**src/hdl/linear_run_detector_defines.svh**
```systemverilog
// Assertion macros for the linear run detector.
// Taken in by the files that check their own logic; needs a clk and rst in scope.
`ifndef LINEAR_RUN_DETECTOR_DEFINES_SVH
`define LINEAR_RUN_DETECTOR_DEFINES_SVH

// Checked on every rising edge outside reset
`define LRD_ASSERT(lbl, prop, msg) \
  lbl: assert property (@(posedge clk) disable iff (rst) prop) else $error(msg);

// Checked on every rising edge, reset included
`define LRD_ASSERT_ALWAYS(lbl, prop, msg) \
  lbl: assert property (@(posedge clk) prop) else $error(msg);

`endif

```
**src/hdl/lrd_pkg.sv**
```systemverilog
// Shared widths, the tolerance reset value and the run word type of the linear run detector.
// No dependencies.
package lrd_pkg;

  localparam int DIST_W    = 20;   // range sample, 1/4096 m
  localparam int TOL_W     = 21;   // tolerance register
  localparam int RUN_IDX_W = 11;   // reported index width
  localparam int D2_W      = 23;   // signed second difference
  localparam int MAG_W     = 22;   // magnitude of the second difference

  localparam logic [TOL_W-1:0] TOLERANCE_RESET = 21'd4;

  // One run report from the core to the result register
  typedef struct packed {
    logic                 emit;
    logic [RUN_IDX_W-1:0] start;
    logic [RUN_IDX_W-1:0] stop;
  } run_t;

endpackage

```
**src/hdl/linear_run_detector.sv**
```systemverilog
// Top level of the linear run detector: input register, core, result register.
// Depends on lrd_pkg, lrd_core and linear_run_detector_defines.svh.
//
// Usage: range samples of a scan enter on the input channel (in_valid,
// in_stall, distance), one word per accepted edge, in scan order. Each
// time a run of points with small second difference ends, one word
// (run_start, run_stop) leaves on the output channel (out_valid, out_stall).
// The tolerance register is written through cfg_we / cfg_wdata; the user
// must write it only while idle, as the block itself does not enforce this.
// A sample is taken into the input register at its accepting edge and its
// run word, if any, is loaded into the result register once the pipe
// advances. Throughput: one word per cycle; the input register and the core
// step together whenever the result register is empty or being taken, so
// the result register sets the pace.
// When the receiver stalls a full result register, the pipe holds and
// in_stall rises once the input register is also occupied.
// Reset clears the sample history, the point index, any open run, both
// pipeline valids and sets the tolerance to 4 (1/4096 m units).
`include "linear_run_detector_defines.svh"

module linear_run_detector
  import lrd_pkg::*;
#(
  parameter int SCAN_POINTS = 1024
) (
  input  logic                 clk,
  input  logic                 rst,
  input  logic                 in_valid,
  output logic                 in_stall,
  input  logic [DIST_W-1:0]    distance,
  output logic                 out_valid,
  input  logic                 out_stall,
  output logic [RUN_IDX_W-1:0] run_start,
  output logic [RUN_IDX_W-1:0] run_stop,
  input  logic                 cfg_we,
  input  logic [TOL_W-1:0]     cfg_wdata
);

  logic [TOL_W-1:0]  tolerance;
  logic              s1_valid;
  logic [DIST_W-1:0] s1_distance;
  logic              advance;
  logic              step;
  run_t              run;

  // Pipe moves when the result register is free or being taken
  assign advance  = !out_valid || !out_stall;
  assign step     = s1_valid && advance;
  assign in_stall = s1_valid && !advance;

  // Tolerance register
  always_ff @(posedge clk) begin
    if (rst) begin
      tolerance <= TOLERANCE_RESET;
    end else if (cfg_we) begin
      tolerance <= cfg_wdata;
    end
  end

  // Input register
  always_ff @(posedge clk) begin
    if (rst) begin
      s1_valid <= 1'b0;
    end else if (!in_stall) begin
      s1_valid <= in_valid;
    end
  end

  always_ff @(posedge clk) begin
    if (!in_stall && in_valid) begin
      s1_distance <= distance;
    end
  end

  lrd_core #(
    .SCAN_POINTS (SCAN_POINTS)
  ) u_core (
    .clk       (clk),
    .rst       (rst),
    .step      (step),
    .distance  (s1_distance),
    .tolerance (tolerance),
    .run       (run)
  );

  // Result register
  always_ff @(posedge clk) begin
    if (rst) begin
      out_valid <= 1'b0;
    end else if (advance) begin
      out_valid <= step && run.emit;
    end
  end

  always_ff @(posedge clk) begin
    if (advance && step && run.emit) begin
      run_start <= run.start;
      run_stop  <= run.stop;
    end
  end

  // Checks
  `LRD_ASSERT(a_no_stall_when_empty, !out_valid |-> !in_stall, "stall with empty output")
  `LRD_ASSERT(a_stall_needs_word, in_stall |-> (s1_valid && out_valid && out_stall), "no word")
  `LRD_ASSERT_ALWAYS(a_reset_empties, rst |=> (!out_valid && !s1_valid), "pipe not empty")

endmodule

```
**src/hdl/lrd_core.sv**
```systemverilog
// Second difference, linearity test and run tracking for the linear run detector.
// Depends on lrd_pkg.
module lrd_core
  import lrd_pkg::*;
#(
  parameter int SCAN_POINTS = 1024
) (
  input  logic              clk,
  input  logic              rst,
  input  logic              step,
  input  logic [DIST_W-1:0] distance,
  input  logic [TOL_W-1:0]  tolerance,
  output run_t              run
);

  localparam int IDX_W = $clog2(SCAN_POINTS);
  localparam int SUM_W = (IDX_W > RUN_IDX_W) ? IDX_W : RUN_IDX_W;

  logic [DIST_W-1:0]    older_sample;
  logic [DIST_W-1:0]    newer_sample;
  logic [IDX_W-1:0]     point_index;
  logic                 run_open;
  logic [RUN_IDX_W-1:0] open_run_start;

  logic [IDX_W-1:0]     point_index_next;
  logic                 run_open_next;
  logic [RUN_IDX_W-1:0] open_run_start_next;

  logic signed [D2_W-1:0] d2;
  logic [D2_W-1:0]        d2_abs;
  logic [MAG_W-1:0]       mag;
  logic                   have_d2;
  logic                   linear;
  logic                   last;
  logic [IDX_W-1:0]       i_idx;
  logic [SUM_W-1:0]       i_ext;
  logic [SUM_W-1:0]       i_plus1;
  logic [SUM_W-1:0]       i_plus2;
  logic [RUN_IDX_W-1:0]   cur_start;

  // Second difference and its magnitude
  always_comb begin
    d2 = $signed({3'b000, distance}) - $signed({2'b00, newer_sample, 1'b0})
       + $signed({3'b000, older_sample});
    d2_abs = d2[D2_W-1] ? (-d2) : d2;
    mag    = d2_abs[MAG_W-1:0];
    linear = mag < {1'b0, tolerance};
  end

  // Index arithmetic
  always_comb begin
    have_d2 = point_index >= IDX_W'(2);
    last    = point_index == IDX_W'(SCAN_POINTS - 1);
    i_idx   = point_index - IDX_W'(2);
    i_ext   = SUM_W'(i_idx);
    i_plus1 = i_ext + SUM_W'(1);
    i_plus2 = i_ext + SUM_W'(2);
  end

  // Run open / close and next state
  always_comb begin
    run_open_next       = run_open;
    open_run_start_next = open_run_start;
    cur_start           = run_open ? open_run_start : i_ext[RUN_IDX_W-1:0];
    run.emit  = 1'b0;
    run.start = cur_start;
    run.stop  = i_plus1[RUN_IDX_W-1:0];

    if (have_d2) begin
      if (linear && !run_open) begin
        run_open_next       = 1'b1;
        open_run_start_next = i_ext[RUN_IDX_W-1:0];
      end
      if (!linear && run_open && !last) begin
        run.emit      = 1'b1;
        run.stop      = i_plus1[RUN_IDX_W-1:0];
        run_open_next = 1'b0;
      end else if ((!linear || last) && (run_open || linear)) begin
        run.emit      = 1'b1;
        run.stop      = i_plus2[RUN_IDX_W-1:0];
        run_open_next = 1'b0;
      end
    end

    // Scan wrap
    if (last) begin
      point_index_next = '0;
      run_open_next    = 1'b0;
    end else begin
      point_index_next = point_index + IDX_W'(1);
    end
  end

  // State registers
  always_ff @(posedge clk) begin
    if (rst) begin
      older_sample   <= '0;
      newer_sample   <= '0;
      point_index    <= '0;
      run_open       <= 1'b0;
      open_run_start <= '0;
    end else if (step) begin
      older_sample   <= newer_sample;
      newer_sample   <= distance;
      point_index    <= point_index_next;
      run_open       <= run_open_next;
      open_run_start <= open_run_start_next;
    end
  end

endmodule
```
**config.mk**
```make
export PLATFORM = sky130hd
export DESIGN_NAME = linear_run_detector
export DESIGN_NICKNAME = d
export VERILOG_FILES = /design/src/hdl/lrd_pkg.sv /design/src/hdl/linear_run_detector.sv /design/src/hdl/lrd_core.sv
export VERILOG_INCLUDE_DIRS = /design/src /design/src/hdl
export SDC_FILE = /design/constraint.sdc
export NUM_CORES = 1
export LEC_CHECK = 0
export BUFFER_PORTS_ARGS = -buffer_cell sky130_fd_sc_hd__buf_2
export CAP_MARGIN = 40
export CORE_MARGIN = 2
export CORE_UTILIZATION = 41
export CTS_CLUSTER_DIAMETER = 30
export CTS_CLUSTER_SIZE = 16
export DETAILED_ROUTE_END_ITERATION = 16
export PLACE_DENSITY = 0.59
export SETUP_SLACK_MARGIN = 0.02
export SLEW_MARGIN = 5
export SYNTH_ARGS = -nofsm -noshare
export SYNTH_HDL_FRONTEND = slang
export SYNTH_SLANG_ARGS = --single-unit
```
**constraint.sdc**
```tcl
create_clock -name clk -period 10 [get_ports clk]
set_input_delay 2 -clock clk [delete_from_list [all_inputs] [get_ports clk]]
set_output_delay 2 -clock clk [all_outputs]
set_load 0.05 [all_outputs]
```
Word-level counts from Yosys, hierarchy flattened
Cells that the tools add are included.
Widths: inputs -> output; s select.
{"block": "word_totals", "mem_count": 0, "ramBits": 0, "mem_bits_ro": 0, "reg_bits": 125, "latch_bits": 0}
{"block": "op_classes", "n_reduce_logical": 24, "div_mod_pow": 0, "shifts": 0, "n_mux": 14, "mul": 0, "eq_ne": 1, "magnitude_cmp": 2, "addsub": 7, "n_bitwise": 0}
{"cell": "$mux 11", "count": 3}
{"cell": "$add 22x21->23", "count": 1}
{"cell": "$lt 22x21->1", "count": 1}
{"cell": "$mux 22", "count": 1}
{"cell": "$neg 22->22", "count": 1}
{"cell": "$sub 20x21->22", "count": 1}
{"cell": "$mux 10", "count": 2}
{"cell": "$add 10x1->11 const B", "count": 1}
{"cell": "$add 10x2->11 const B", "count": 1}
{"cell": "$add 10x1->10 const B", "count": 1}
{"cell": "$eq 10x10->1 const B", "count": 1}
{"cell": "$ge 10x2->1 const B", "count": 1}
{"cell": "$logic_and 1x1->1", "count": 10}
{"cell": "$sub 10x2->10 const B", "count": 1}
{"cell": "$mux 1", "count": 8}
{"cell": "$logic_not 1->1", "count": 7}
{"cell": "$reduce_and 3->1", "count": 2}
{"cell": "$reduce_bool 4->1", "count": 1}
{"cell": "$logic_or 1x1->1", "count": 3}
{"cell": "$reduce_bool 2->1", "count": 1}

Logic depth before layout (Yosys ltp)
Gate-level depths: netlist of the first run.
{"block": "depth", "word_depth": 12, "mapped_depth": 36, "mapped_depth_nobuf": 34}

Modules after synthesis
Synthesis of the first run repeated with hierarchy kept, for this count alone.
{"block": "unflattened", "hier_cells": 893, "hier_area_um2": 8219.1}
{"mod": "lrd_core", "cells_per_inst": 771, "area_each_um2": 6107.1, "n_inst": 1}
{"mod": "linear_run_detector", "cells_per_inst": 122, "area_each_um2": 2112.0, "n_inst": 1}

Worst setup path after synthesis of the first run
No wires, ideal clock.
{"block": "synth_timing", "path_kind": "register -> register", "from": "register s1_distance[1]", "to": "register run_start[0] (enable)", "setup_time_ns": 0.399, "stages_incl_launch_ff": 35, "arrival_time_ns": 7.163, "required_time_ns": 9.601, "period_less_slack_ns": 7.562, "slack_ns": 2.438, "path_cell_list": "edfxtp_1 -> inv_1 -> ha_1 -> fa_1 -> nor2b_1 -> o21a_1 -> o21ai_0 -> a211oi_1 -> o21a_1 -> o21ai_0 -> a21boi_0 -> o211ai_1 -> and3_1 -> ha_1 -> clkbuf_1 -> nand2_1 -> o21ai_0 -> a21o_1 -> a21oi_1 -> o31a_1 -> o21ai_0 -> clkbuf_1 -> nor2_1 -> xnor2_1 -> ha_1 -> a21o_1 -> a21o_1 -> a21oi_1 -> o211ai_1 -> a31o_2 -> a221oi_1 -> o41ai_4 -> nor2_1 -> mux2i_1 -> nor2_1"}
{"block": "synth_via", "elab_chain_cells": 12, "elab_cells_between_ends": 15, "cone_classes": "3 x add/sub; 1 x order compare; 4 x mux; 7 x reduce/logical"}
{"item": "from (decl)", "line": "linear_run_detector.sv:41", "text": "logic [DIST_W-1:0] s1_distance;"}
{"item": "from (signal assigned)", "line": "linear_run_detector.sv:71", "text": "s1_distance <= distance;"}
{"item": "$sub 20x21->22 (*)", "line": "lrd_core.sv:43", "text": "d2 = $signed({3'b000, distance}) - $signed({2'b00, newer_sample, 1'b0})"}
{"item": "$add 22x21->23 (*)", "line": "lrd_core.sv:44", "text": "+ $signed({3'b000, older_sample});"}
{"item": "$neg 22->22", "line": "lrd_core.sv:45", "text": "d2_abs = d2[D2_W-1] ? (-d2) : d2;"}
{"item": "$mux 22 (*)", "line": "lrd_core.sv:45"}
{"item": "$lt 22x21->1 (*)", "line": "lrd_core.sv:47", "text": "linear = mag < {1'b0, tolerance};"}
{"item": "$logic_not 1->1", "line": "lrd_core.sv:74, lrd_core.sv:78"}
{"item": "$logic_or 1x1->1", "line": "lrd_core.sv:78", "text": "end else if ((!linear || last) && (run_open || linear)) begin"}
{"item": "$logic_and 1x1->1", "line": "lrd_core.sv:78"}
{"item": "$mux 1", "line": "lrd_core.sv:78"}
{"item": "$mux 1 (*)", "line": "lrd_core.sv:74", "text": "if (!linear && run_open && !last) begin"}
{"item": "$mux 1 (*)", "line": "lrd_core.sv:69", "text": "if (have_d2) begin"}
{"item": "$logic_and 1x1->1 (*)", "line": "linear_run_detector.sv:96", "text": "if (advance && step && run.emit) begin"}
{"item": "to (signal assigned)", "line": "linear_run_detector.sv:97", "text": "run_start <= run.start;"}
{"item": "to (decl)", "line": "linear_run_detector.sv:33", "text": "output logic [RUN_IDX_W-1:0] run_start,"}
Every way passes the cells marked *; elsewhere a longest branch is shown, timed or not.
A chain may end at the register's enable or synchronous reset.

Worst setup path in the final report of the first run
{"block": "layout_timing", "from": "register s1_distance[1]", "to": "register run_start[5] (enable)"}
The elaborated chain is that of the path after synthesis.

==> flow_metrics.py, run 1 <==
metrics = {
    "outcome": {
        "status": "finished, final reports clean",
    },
    "yosys": {
        "synth_cells": 946,
        "synth-warning-count": 0,
        "yosysSeqAreaShare_pct": 36.0,
        "synthMuxAreaShare_pct": 5.72,
        "yosysUniqueCellTypes": 64,
        "syn_area_um2": 8090,
        "synth_flop_cell": "dfxtp_1",
        "synthAdderAreaFrac_pct": 10.7,
        "synth_top_family_by_area": "compound AO/OA/AOI/OAI gates",
        "syn_area_per_cell_um2": 8.56,
        "async_reset_ff_share_pct": 0,
        "synth_compound_area_share_pct": 17.6,
        "yosys.area_share.xor_xnor_pct": 7.68,
        "synth_area_leaders": "dfxtp_1 21%, edfxtp_1 15%, ha_1 10%, a21oi_1 5.9%, nand2_1 5.5%",
        "yosys.area_share.simple_pct": 17.4,
        "synth_area_leader_cell": "dfxtp_1",
        "synth_edf_count": 41,
        "ys_ff_latch": 125,
        "synth.top_cell.area_share_pct": 20.8,
        "syn-num-nets": 1060,
    },
    "placed_design": {
        "place.gp.congestion": 0.875,
        "port_buffers": 68,
        "pre_cts_ws_ps": 2210,
        "dp_hpwl_um": 12900,
    },
    "critical_path": {
        "cp_max_fo": 21,
        "worstPathArrival_ps": 7960,
        "max_stage_delay_ps": 460,
        "critPathBufInv": 3,
        "crit_family": "compound AO/OA/AOI/OAI gates",
        "crit_type": "flip-flop to flip-flop",
        "crit_required_ps": 10100,
        "cpMaxStageDelayCell": "a221oi_1",
        "cpMostUsedCell": "o21ai_0",
        "startpoint_type": "flip-flop",
        "crit_path_end_kind": "flip-flop",
    },
    "global_routing": {
        "antenna_found_initial": 0,
        "gr-total-overflow": 0,
        "track_usage_pct": 17.3,
        "grt_pass1_vias": 5824,
        "grt_max_degree": 51,
        "grt_pass1_wl_um": 28600,
    },
    "sta": {
        "clock_skew_ps": 8.04,
        "worst_pin_slew_ps": 884,
        "timing.final.ws_setup_ps": 2140,
        "setup_tns_ps": 0,
        "finalCritPeriodShare_pct": 78.6,
        "final-setup-viol-count": 0,
        "worst_hold_slack_ps": 459,
        "fin_crit_ps": 7860,
        "hold_viol_final": 0,
        "slew_headroom_pct": 40.3,
        "drv_slew": 0,
        "rsz0062_at_grt": "false",
        "max_freq_mhz": 127,
    },
    "routing": {
        "ant_nets": 0,
        "vias": 6507,
        "drt_iter0_drc": 289,
        "drc": 0,
        "firstDrtPassIters": 4,
        "totalWireLength_um": 17600,
        "viasPerCell": 5.08,
        "wl_per_cell_um": 13.7,
    },
    "flow_run": {
        "max_cap_violations": 0,
    },
    "floorplan": {
        "core_um2": 19400,
        "start_util_pct": 41.7,
        "row_count": 51,
        "dieHeight_um": 145,
        "pin_count": 70,
        "fp.dieW_um": 145,
        "dieArea_um2": 20900,
    },
    "cts": {
        "clockBufferDepth": 2,
        "cts_resized": 0,
        "clock-root-buffer": "clkbuf_16",
        "numCtsBuffers": 17,
        "postCtsSetupBuffers": 0,
        "clock_sinks": 125,
        "clk_latency_ps": 430,
        "cts_hold_buf": 0,
        "htree_levels": 4,
        "cts.clk_slew.worst_paths_ps": 60,
        "cts_tree": "done",
    },
    "finish": {
        "antenna-diode-count": 0,
        "drive_gt1_share_pct": 12.3,
        "finalNetCount": 1118,
        "nFillCells": 1944,
        "syn_to_final_growth_pct": 14.9,
        "final_core_util_pct": 47.9,
    },
    "worst_hold_path": {
        "hp-class": "flip-flop to flip-flop",
    },
    "pwr": {
        "power.leakage_uw": 0.00384,
        "p_per_area_nw_per_um2": 180,
        "ir_worst_vdd_v": 0.000122,
    },
}
==> sequential cells by signal, summed over array words and instances, names as in the netlist <==
| register | flops |
|---|---|
| tolerance | 21 |
| s1_valid | 1 |
| run_stop | 11 |
| run_start | 10 |
| u_core.newer_sample | 20 |
| out_valid | 1 |
| u_core.point_index | 10 |
| u_core.open_run_start | 10 |
| s1_distance | 20 |
| u_core.run_open | 1 |
| u_core.older_sample | 20 |
==> metal layers <==
layer | up-vias | global-route usage, % | part of all wire (%)
li1 | 3441 | - | -
met1 | 2963 | 24.8 | 52
met2 | 91 | 26.2 | 44
met3 | 12 | 3.64 | 2.7
met4 | 0 | 4.85 | 0.78
met5 | - | 0 | 0
==> cell type report <==
| type | count | area, µm² | area share, % |
|---|---|---|---|
| Clock buffer | 17 | 425 | 4.58 |
| Clock inverter | 15 | 185 | 1.99 |
| Inverter | 68 | 255 | 2.75 |
| Multi-Input combinational cell | 717 | 4790 | 51.5 |
| Sequential cell | 125 | 2910 | 31.3 |
| Tap cell | 265 | 332 | 3.57 |
| Timing Repair Buffer | 75 | 398 | 4.28 |
==> final timing paths <==
path | depth (start not counted) | slack, ps | endpoint | start
max | 34 | 2140 | run_start[5]$_DFFE_PP_ | s1_distance[1]$_DFFE_PP_
min | 2 | 460 | u_core.older_sample[2]$_SDFFE_PP0P_ | u_core.older_sample[2]$_SDFFE_PP0P_
max reg2reg | 34 | 2140 | run_start[5]$_DFFE_PP_ | s1_distance[1]$_DFFE_PP_
min reg2reg | 2 | 460 | u_core.older_sample[2]$_SDFFE_PP0P_ | u_core.older_sample[2]$_SDFFE_PP0P_
==> worst register-to-register path: cells and delay by family, from the launching register on <==
family	cells	cell delay [ps]
AND/OR/NAND/NOR	5	970
XOR/XNOR	1	140
buffers and inverters	3	600
AO/OA/AOI/OAI	20	4010
multiplexers	1	160
flip-flops	1	340
adder cells (fa/ha/maj)	4	1310
==> cell usage in the layout (no fill, tap or decap), drive strengths merged, types with 14 or more instances in the layout <==
cell type / count
nand2: 119
xor2: 25
xnor2: 46
a21oi: 95
nor2: 91
a21o: 17
mux2i: 35
buf: 75
inv: 75
o21ai: 39
ha: 66
dfxtp: 84
edfxtp: 41
nor3: 14
o21a: 14
and3: 14
clkbuf: 17
==> where the power goes <==
| group | internal (µW) | total (µW) | switching [µW] |
|---|---|---|---|
| combinational | 207 | 472 | 266 |
| sequential | 544 | 557 | 13.0 |
| clock | 396 | 642 | 246 |
==> cells in the mapped netlist (5+ instances only) <==
master / number
nor3_1: 14
a21o_1: 17
nor4_1: 5
mux2i_1: 35
clkbuf_1: 30
nor2b_1: 11
nand4_1: 10
a211oi_1: 7
o211ai_1: 7
dfxtp_1: 84
xnor2_1: 46
ha_1: 66
mux2_2: 10
xor2_1: 25
o31ai_1: 5
o21bai_1: 6
and4_1: 5
inv_1: 68
o21a_1: 14
nand3_1: 9
nand2b_1: 6
a21oi_1: 95
and3_1: 14
o21ai_0: 37
a31oi_1: 5
nor2_1: 91
nand2_1: 118
edfxtp_1: 41
==> through the flow <==
stage                     cells  total power (µW)  cell area (µm²)
final                      1282              1670             9300
after CTS                  1282              1690             9300
after global placement     1248              1030             8670
after floorplan             946               939             8090
after detailed placement   1250              1040             8690
after global routing       1282              1780             9300
==> cell families (layout without fill, tap and decap cells) <==
| family | Yosys count | count (layout) |
|---|---|---|
| AOI/OAI and AO/OA | 228 | 228 |
| xor gates and xnor gates | 71 | 71 |
| adders and majority gates | 68 | 68 |
| buffers and inverters | 104 | 175 |
| DFF | 125 | 125 |
| muxes | 45 | 45 |
| other | 1 | 1 |
| and+or+nand+nor | 304 | 304 |
No activity file was read; power rests on OpenSTA's default activity.
==> inputs of run 2 (changes only) <==
==> constraint.sdc (replaced) <==
create_clock -name clk -period 8.09 [get_ports clk]
set_input_delay 1.618 -clock clk [delete_from_list [all_inputs] [get_ports clk]]
set_output_delay 1.618 -clock clk [all_outputs]
set_load 0.05 [all_outputs]
==> flow_metrics.py, run 2 (synthesis results as in run 1) <==
metrics = {
    "cts": {
        "numCtsBuffers": 17,
        "cts_tree": "done",
        "clk_latency_ps": 420,
        "clock_sinks": 125,
        "cts_hold_buf": 0,
        "cts.clk_slew.worst_paths_ps": 60,
        "clockBufferDepth": 2,
        "htree_levels": 4,
        "clock-root-buffer": "clkbuf_16",
    },
    "sta": {
        "final-setup-viol-count": 0,
        "hold_viol_final": 0,
        "finalCritPeriodShare_pct": 90.7,
        "rsz0062_at_grt": "false",
        "max_freq_mhz": 136,
        "worst_hold_slack_ps": 456,
        "fin_crit_ps": 7340,
        "drv_slew": 0,
        "slew_headroom_pct": 42.0,
        "worst_pin_slew_ps": 859,
        "setup_tns_ps": 0,
        "clock_skew_ps": 7.80,
    },
    "floorplan": {
        "dieArea_um2": 20900,
        "start_util_pct": 41.7,
        "fp.dieW_um": 145,
        "row_count": 51,
        "pin_count": 70,
        "dieHeight_um": 145,
        "core_um2": 19400,
    },
    "flow_run": {
        "max_cap_violations": 0,
    },
    "pwr": {
        "ir_worst_vdd_v": 0.000159,
        "p_per_area_nw_per_um2": 220,
        "power.leakage_uw": 0.00384,
    },
    "critical_path": {
        "crit_family": "compound AO/OA/AOI/OAI gates",
        "crit_required_ps": 8190,
        "worstPathArrival_ps": 7430,
        "startpoint_type": "flip-flop",
        "cpMostUsedCell": "a21o_1",
        "max_stage_delay_ps": 440,
        "cp_max_fo": 21,
        "crit_type": "flip-flop to flip-flop",
        "critPathBufInv": 2,
        "crit_path_end_kind": "flip-flop",
        "cpMaxStageDelayCell": "a221oi_1",
        "r2r_setup_slack_ps": 750,
    },
    "global_routing": {
        "antenna_found_initial": 0,
        "grt_max_degree": 45,
        "use_met1_pct": 24.0,
        "track_usage_pct": 17.4,
        "grt_pass1_wl_um": 29100,
        "grt_pass1_vias": 6033,
        "met2_usage_pct": 27.5,
        "use_met3_pct": 3.64,
        "gr-total-overflow": 0,
        "busiest_layer": "met2",
    },
    "finish": {
        "largest_reg_flops": 21,
        "layout_common_cells": "118 x nand2_1, 95 x a21oi_1, 90 x nor2_1, 84 x dfxtp_1, 69 x buf_2",
        "finalNetCount": 1119,
        "instances_no_fill": 1283,
        "final_common_cell": "nand2_1",
        "syn_to_final_growth_pct": 15.0,
        "top_register": "tolerance",
        "antenna-diode-count": 0,
        "drive_gt1_share_pct": 12.8,
        "final_cell_area_um2": 9310,
        "final_core_util_pct": 48.0,
    },
    "worst_hold_path": {
        "hp-class": "flip-flop to flip-flop",
    },
    "placed_design": {
        "place.gp.congestion": 0.857,
        "place_inst": 1251,
        "dpl_cell_area_um2": 8690,
        "dp_hpwl_um": 12900,
        "port_buffers": 68,
    },
    "routing": {
        "wl_per_cell_um": 13.5,
        "firstDrtPassIters": 5,
        "vias": 6505,
        "totalWireLength_um": 17400,
        "viasPerCell": 5.07,
        "ant_nets": 0,
        "drc": 0,
        "drt_iter0_drc": 309,
    },
    "outcome": {
        "status": "finished, final reports clean",
    },
}
[run 2: repair_timing]
item	in CTS	in global routing
setup endpoints to repair	0	40
resized for setup	0	7
setup buffers	0	0
[run 2: final cells by class]
cell class                      instances  area, µm²
Sequential cell                       125       2910
Clock buffer                           18        429
Clock inverter                         14        169
Tap cell                              265        332
Inverter                               68        255
Multi-Input combinational cell        717       4800
Fill cell                            1920      10100
Timing Repair Buffer                   76        405
[run 2: where the power goes]
group          total [µW]  internal [µW]  switching [µW]
registers             689            673            16.3
logic                 589            258             331
clock network         772            485             287
total                2050           1420             635
[run 2: worst reg2reg max path: cells and delay by family (launching register included)]
family          cells  cell delay, ps
simple gates        7            1200
buf+inv             2             340
compound gates     15            2920
xor+xnor            3             770
fa+ha+maj           4            1300
mux                 1             140
flops               1             340
[run 2: per-stage QoR]
step | power (µW) | setup slack (ps)
after floorplan | 1160 | 528
after global placement | 1280 | 96.3
after detailed placement | 1280 | 294
after CTS | 2060 | 218
after global routing | 2180 | 110
final | 2050 | 754
[run 2: path summary, 6_finish.rpt]
kind | cells past startpoint | from | endpoint
worst max-delay path | 32 | s1_distance[1]$_DFFE_PP_ | run_stop[6]$_DFFE_PP_
worst min-delay path | 2 | u_core.older_sample[0]$_SDFFE_PP0P_ | u_core.older_sample[0]$_SDFFE_PP0P_
worst max register to register | 32 | s1_distance[1]$_DFFE_PP_ | run_stop[6]$_DFFE_PP_
worst min register to register | 2 | u_core.older_sample[0]$_SDFFE_PP0P_ | u_core.older_sample[0]$_SDFFE_PP0P_
[run 2: routing by layer]
layer	vias to the layer above	share of wire, %
met4	0	1.2
met2	110	44
met1	2954	51
met5	-	0
li1	3426	-
met3	15	3.6
==> inputs of run 3 (changes only) <==
--- a/config.mk
+++ b/config.mk
@@ -6,6 +6,7 @@
 export SDC_FILE = /design/constraint.sdc
 export NUM_CORES = 1
 export LEC_CHECK = 0
+export ABC_AREA = 1
 export BUFFER_PORTS_ARGS = -buffer_cell sky130_fd_sc_hd__buf_2
 export CAP_MARGIN = 40
 export CORE_MARGIN = 2
==> flow_metrics.py, run 3 <==
metrics = {
    "outcome": {
        "status": "finished, final reports clean",
    },
    "critical_path": {
        "crit_start": "s1_distance[4]$_DFFE_PP_",
        "crit_path_end_kind": "flip-flop",
        "cp_max_fo": 21,
        "max_stage_delay_ps": 600,
        "startpoint_type": "flip-flop",
        "cpMaxStageDelayCell": "inv_1",
        "r2r_end": "run_start[8]$_DFFE_PP_",
        "crit_required_ps": 8140,
        "timing.rr.start": "s1_distance[4]$_DFFE_PP_",
        "crit_type": "flip-flop to flip-flop",
        "r2r_setup_slack_ps": 1430,
        "worstPathArrival_ps": 6710,
        "cpMostUsedCell": "nand2_1",
        "endpoint": "run_start[8]$_DFFE_PP_",
        "worstRegToRegCells": 41,
    },
    "yosys": {
        "synth_flop_cell": "dfxtp_1",
        "synth.top_cell.area_share_pct": 20.1,
        "syn_area_per_cell_um2": 7.24,
        "synth_area_leader_cell": "dfxtp_1",
        "yosysSeqAreaShare_pct": 34.9,
        "syn-num-nets": 1268,
        "synth_area_leaders": "dfxtp_1 20%, edfxtp_1 15%, nand2_1 12%, ha_1 9.9%, inv_1 8.1%",
        "synth.most_common_cell": "nand2_1",
        "synth_cells": 1154,
        "yosysUniqueCellTypes": 47,
        "ys_ff_latch": 125,
        "yosys-top-cells-count": "261 x nand2_1, 180 x inv_1, 116 x a21oi_1, 88 x o21ai_0, 84 x dfxtp_1",
        "synth-warning-count": 0,
        "async_reset_ff_share_pct": 0,
        "syn_area_um2": 8350,
        "synth_edf_count": 41,
    },
    "global_routing": {
        "grt_pass1_wl_um": 31300,
        "track_usage_pct": 17.8,
        "antenna_found_initial": 0,
        "grt_pass1_vias": 6559,
        "grt_max_degree": 48,
        "gr-total-overflow": 0,
    },
    "cts": {
        "numCtsBuffers": 17,
        "cts_tree": "done",
        "postCtsSetupBuffers": 0,
        "htree_levels": 4,
        "clock-root-buffer": "clkbuf_16",
        "clock_sinks": 125,
        "cts_hold_buf": 0,
        "clockBufferDepth": 2,
        "cts_resized": 0,
        "clk_latency_ps": 430,
        "cts.clk_slew.worst_paths_ps": 60,
    },
    "sta": {
        "hold_viol_final": 0,
        "fin_crit_ps": 6660,
        "max_freq_mhz": 150,
        "finalCritPeriodShare_pct": 82.3,
        "final-setup-viol-count": 0,
        "slew_headroom_pct": 46.2,
        "clock_skew_ps": 10.7,
        "worst_pin_slew_ps": 807,
        "drv_slew": 0,
        "setup_tns_ps": 0,
        "rsz0062_at_grt": "false",
    },
    "floorplan": {
        "row_count": 52,
        "start_util_pct": 41.5,
        "fp.dieW_um": 147,
        "core_um2": 20100,
        "dieHeight_um": 147,
        "pin_count": 70,
        "dieArea_um2": 21500,
    },
    "routing": {
        "wl_per_cell_um": 12.3,
        "totalWireLength_um": 18500,
        "ant_nets": 0,
        "firstDrtPassIters": 5,
        "vias": 7107,
        "viasPerCell": 4.74,
        "drt_iter0_drc": 280,
        "drc": 0,
    },
    "placed_design": {
        "dpl_cell_area_um2": 8960,
        "port_buffers": 68,
        "dp_hpwl_um": 14200,
        "place.gp.congestion": 0.880,
    },
    "worst_hold_path": {
        "hp-class": "flip-flop to flip-flop",
        "holdCritStartpoint": "u_core.open_run_start[6]$_SDFFE_PP0P_",
    },
    "finish": {
        "syn_to_final_growth_pct": 14.1,
        "layout_common_cells": "261 x nand2_1, 180 x inv_1, 116 x a21oi_1, 88 x o21ai_0, 84 x dfxtp_1",
        "drive_gt1_share_pct": 12.6,
        "final_common_cell": "nand2_1",
        "largest_reg_flops": 21,
        "antenna-diode-count": 0,
        "top_register": "tolerance",
        "nFillCells": 2014,
        "finalNetCount": 1331,
        "final_cell_area_um2": 9530,
    },
    "flow_run": {
        "max_cap_violations": 0,
    },
    "pwr": {
        "power.leakage_uw": 0.00453,
        "p_per_area_nw_per_um2": 230,
        "ir_worst_vdd_v": 0.000156,
    },
}
[run 3: changes by cell type in the layout (fill, tap and decap cells not counted), sizes merged, moves of 31 or more]
cell,before,now
xnor2,46,15
nand3,9,52
o21ai,39,101
inv,70,193
mux2i,35,0
nand2,119,279
[run 3: logic make-up (layout without fill, tap and decap cells)]
family	Yosys count	in the layout	synth area share, %
xor gates and xnor gates	53	53	5.56
buffers and inverters	218	294	10.0
adders and majority gates	68	68	10.4
other	1	1	0.0449
AOI/OAI and AO/OA	240	240	15.2
and+or+nand+nor	449	449	23.9
DFF	125	125	34.9
[run 3: final cells by class]
type	count	area [µm²]	area share, %
Clock buffer	17	425	4.46
Tap cell	270	338	3.55
Inverter	189	711	7.46
Clock inverter	15	139	1.46
Timing Repair Buffer	73	405	4.25
Multi-Input combinational cell	811	4600	48.3
Sequential cell	125	2910	30.6
[run 3: worst min path at each step]
stage / endpoint / slack [ps] / depth (start not counted)
global route: tolerance[9]$_SDFFE_PP0P_ / 500 / 2
global placement: u_core.open_run_start[6]$_SDFFE_PP0P_ / 450 / 2
CTS: u_core.open_run_start[6]$_SDFFE_PP0P_ / 470 / 2
floorplan: tolerance[20]$_SDFFE_PP0P_ / 440 / 2
finish: u_core.open_run_start[6]$_SDFFE_PP0P_ / 470 / 2
detailed placement: u_core.open_run_start[6]$_SDFFE_PP0P_ / 460 / 2
[run 3: stage by stage]
step / cells / hold WS [ps] / utilization (%) / total power [µW] / setup slack, ps
final: 1500 / 466 / 47.4 / 2190 / 1430
after detailed placement: 1468 / 457 / 44.6 / 1460 / 1440
after global placement: 1466 / 450 / 44.4 / 1450 / 1620
after floorplan: 1154 / 435 / - / 1310 / 2350
after global routing: 1500 / 497 / 47.4 / 2360 / 637
after CTS: 1500 / 467 / 47.4 / 2210 / 1380
[run 3: per-layer routing]
layer | GRT usage [%] | share of wire [%]
met1 | 26.3 | 54
met3 | 3.39 | 3.6
met4 | 5.29 | 1.1
met5 | 0 | 0
met2 | 26.2 | 41
[run 3: critical path: cells and delay by family, from the launching register on]
kind	cells	cell delay [ps]
compound gates	9	1500
xor+xnor	2	300
fa+ha+maj	3	950
buf+inv	5	980
flops	1	380
simple gates	22	2140
[run 3: report_power, final]
part           leakage [µW]  internal (µW)  switching, µW
combinational       0.00318            281            475
clock              0.000280            427            316
sequential          0.00107            678           14.5
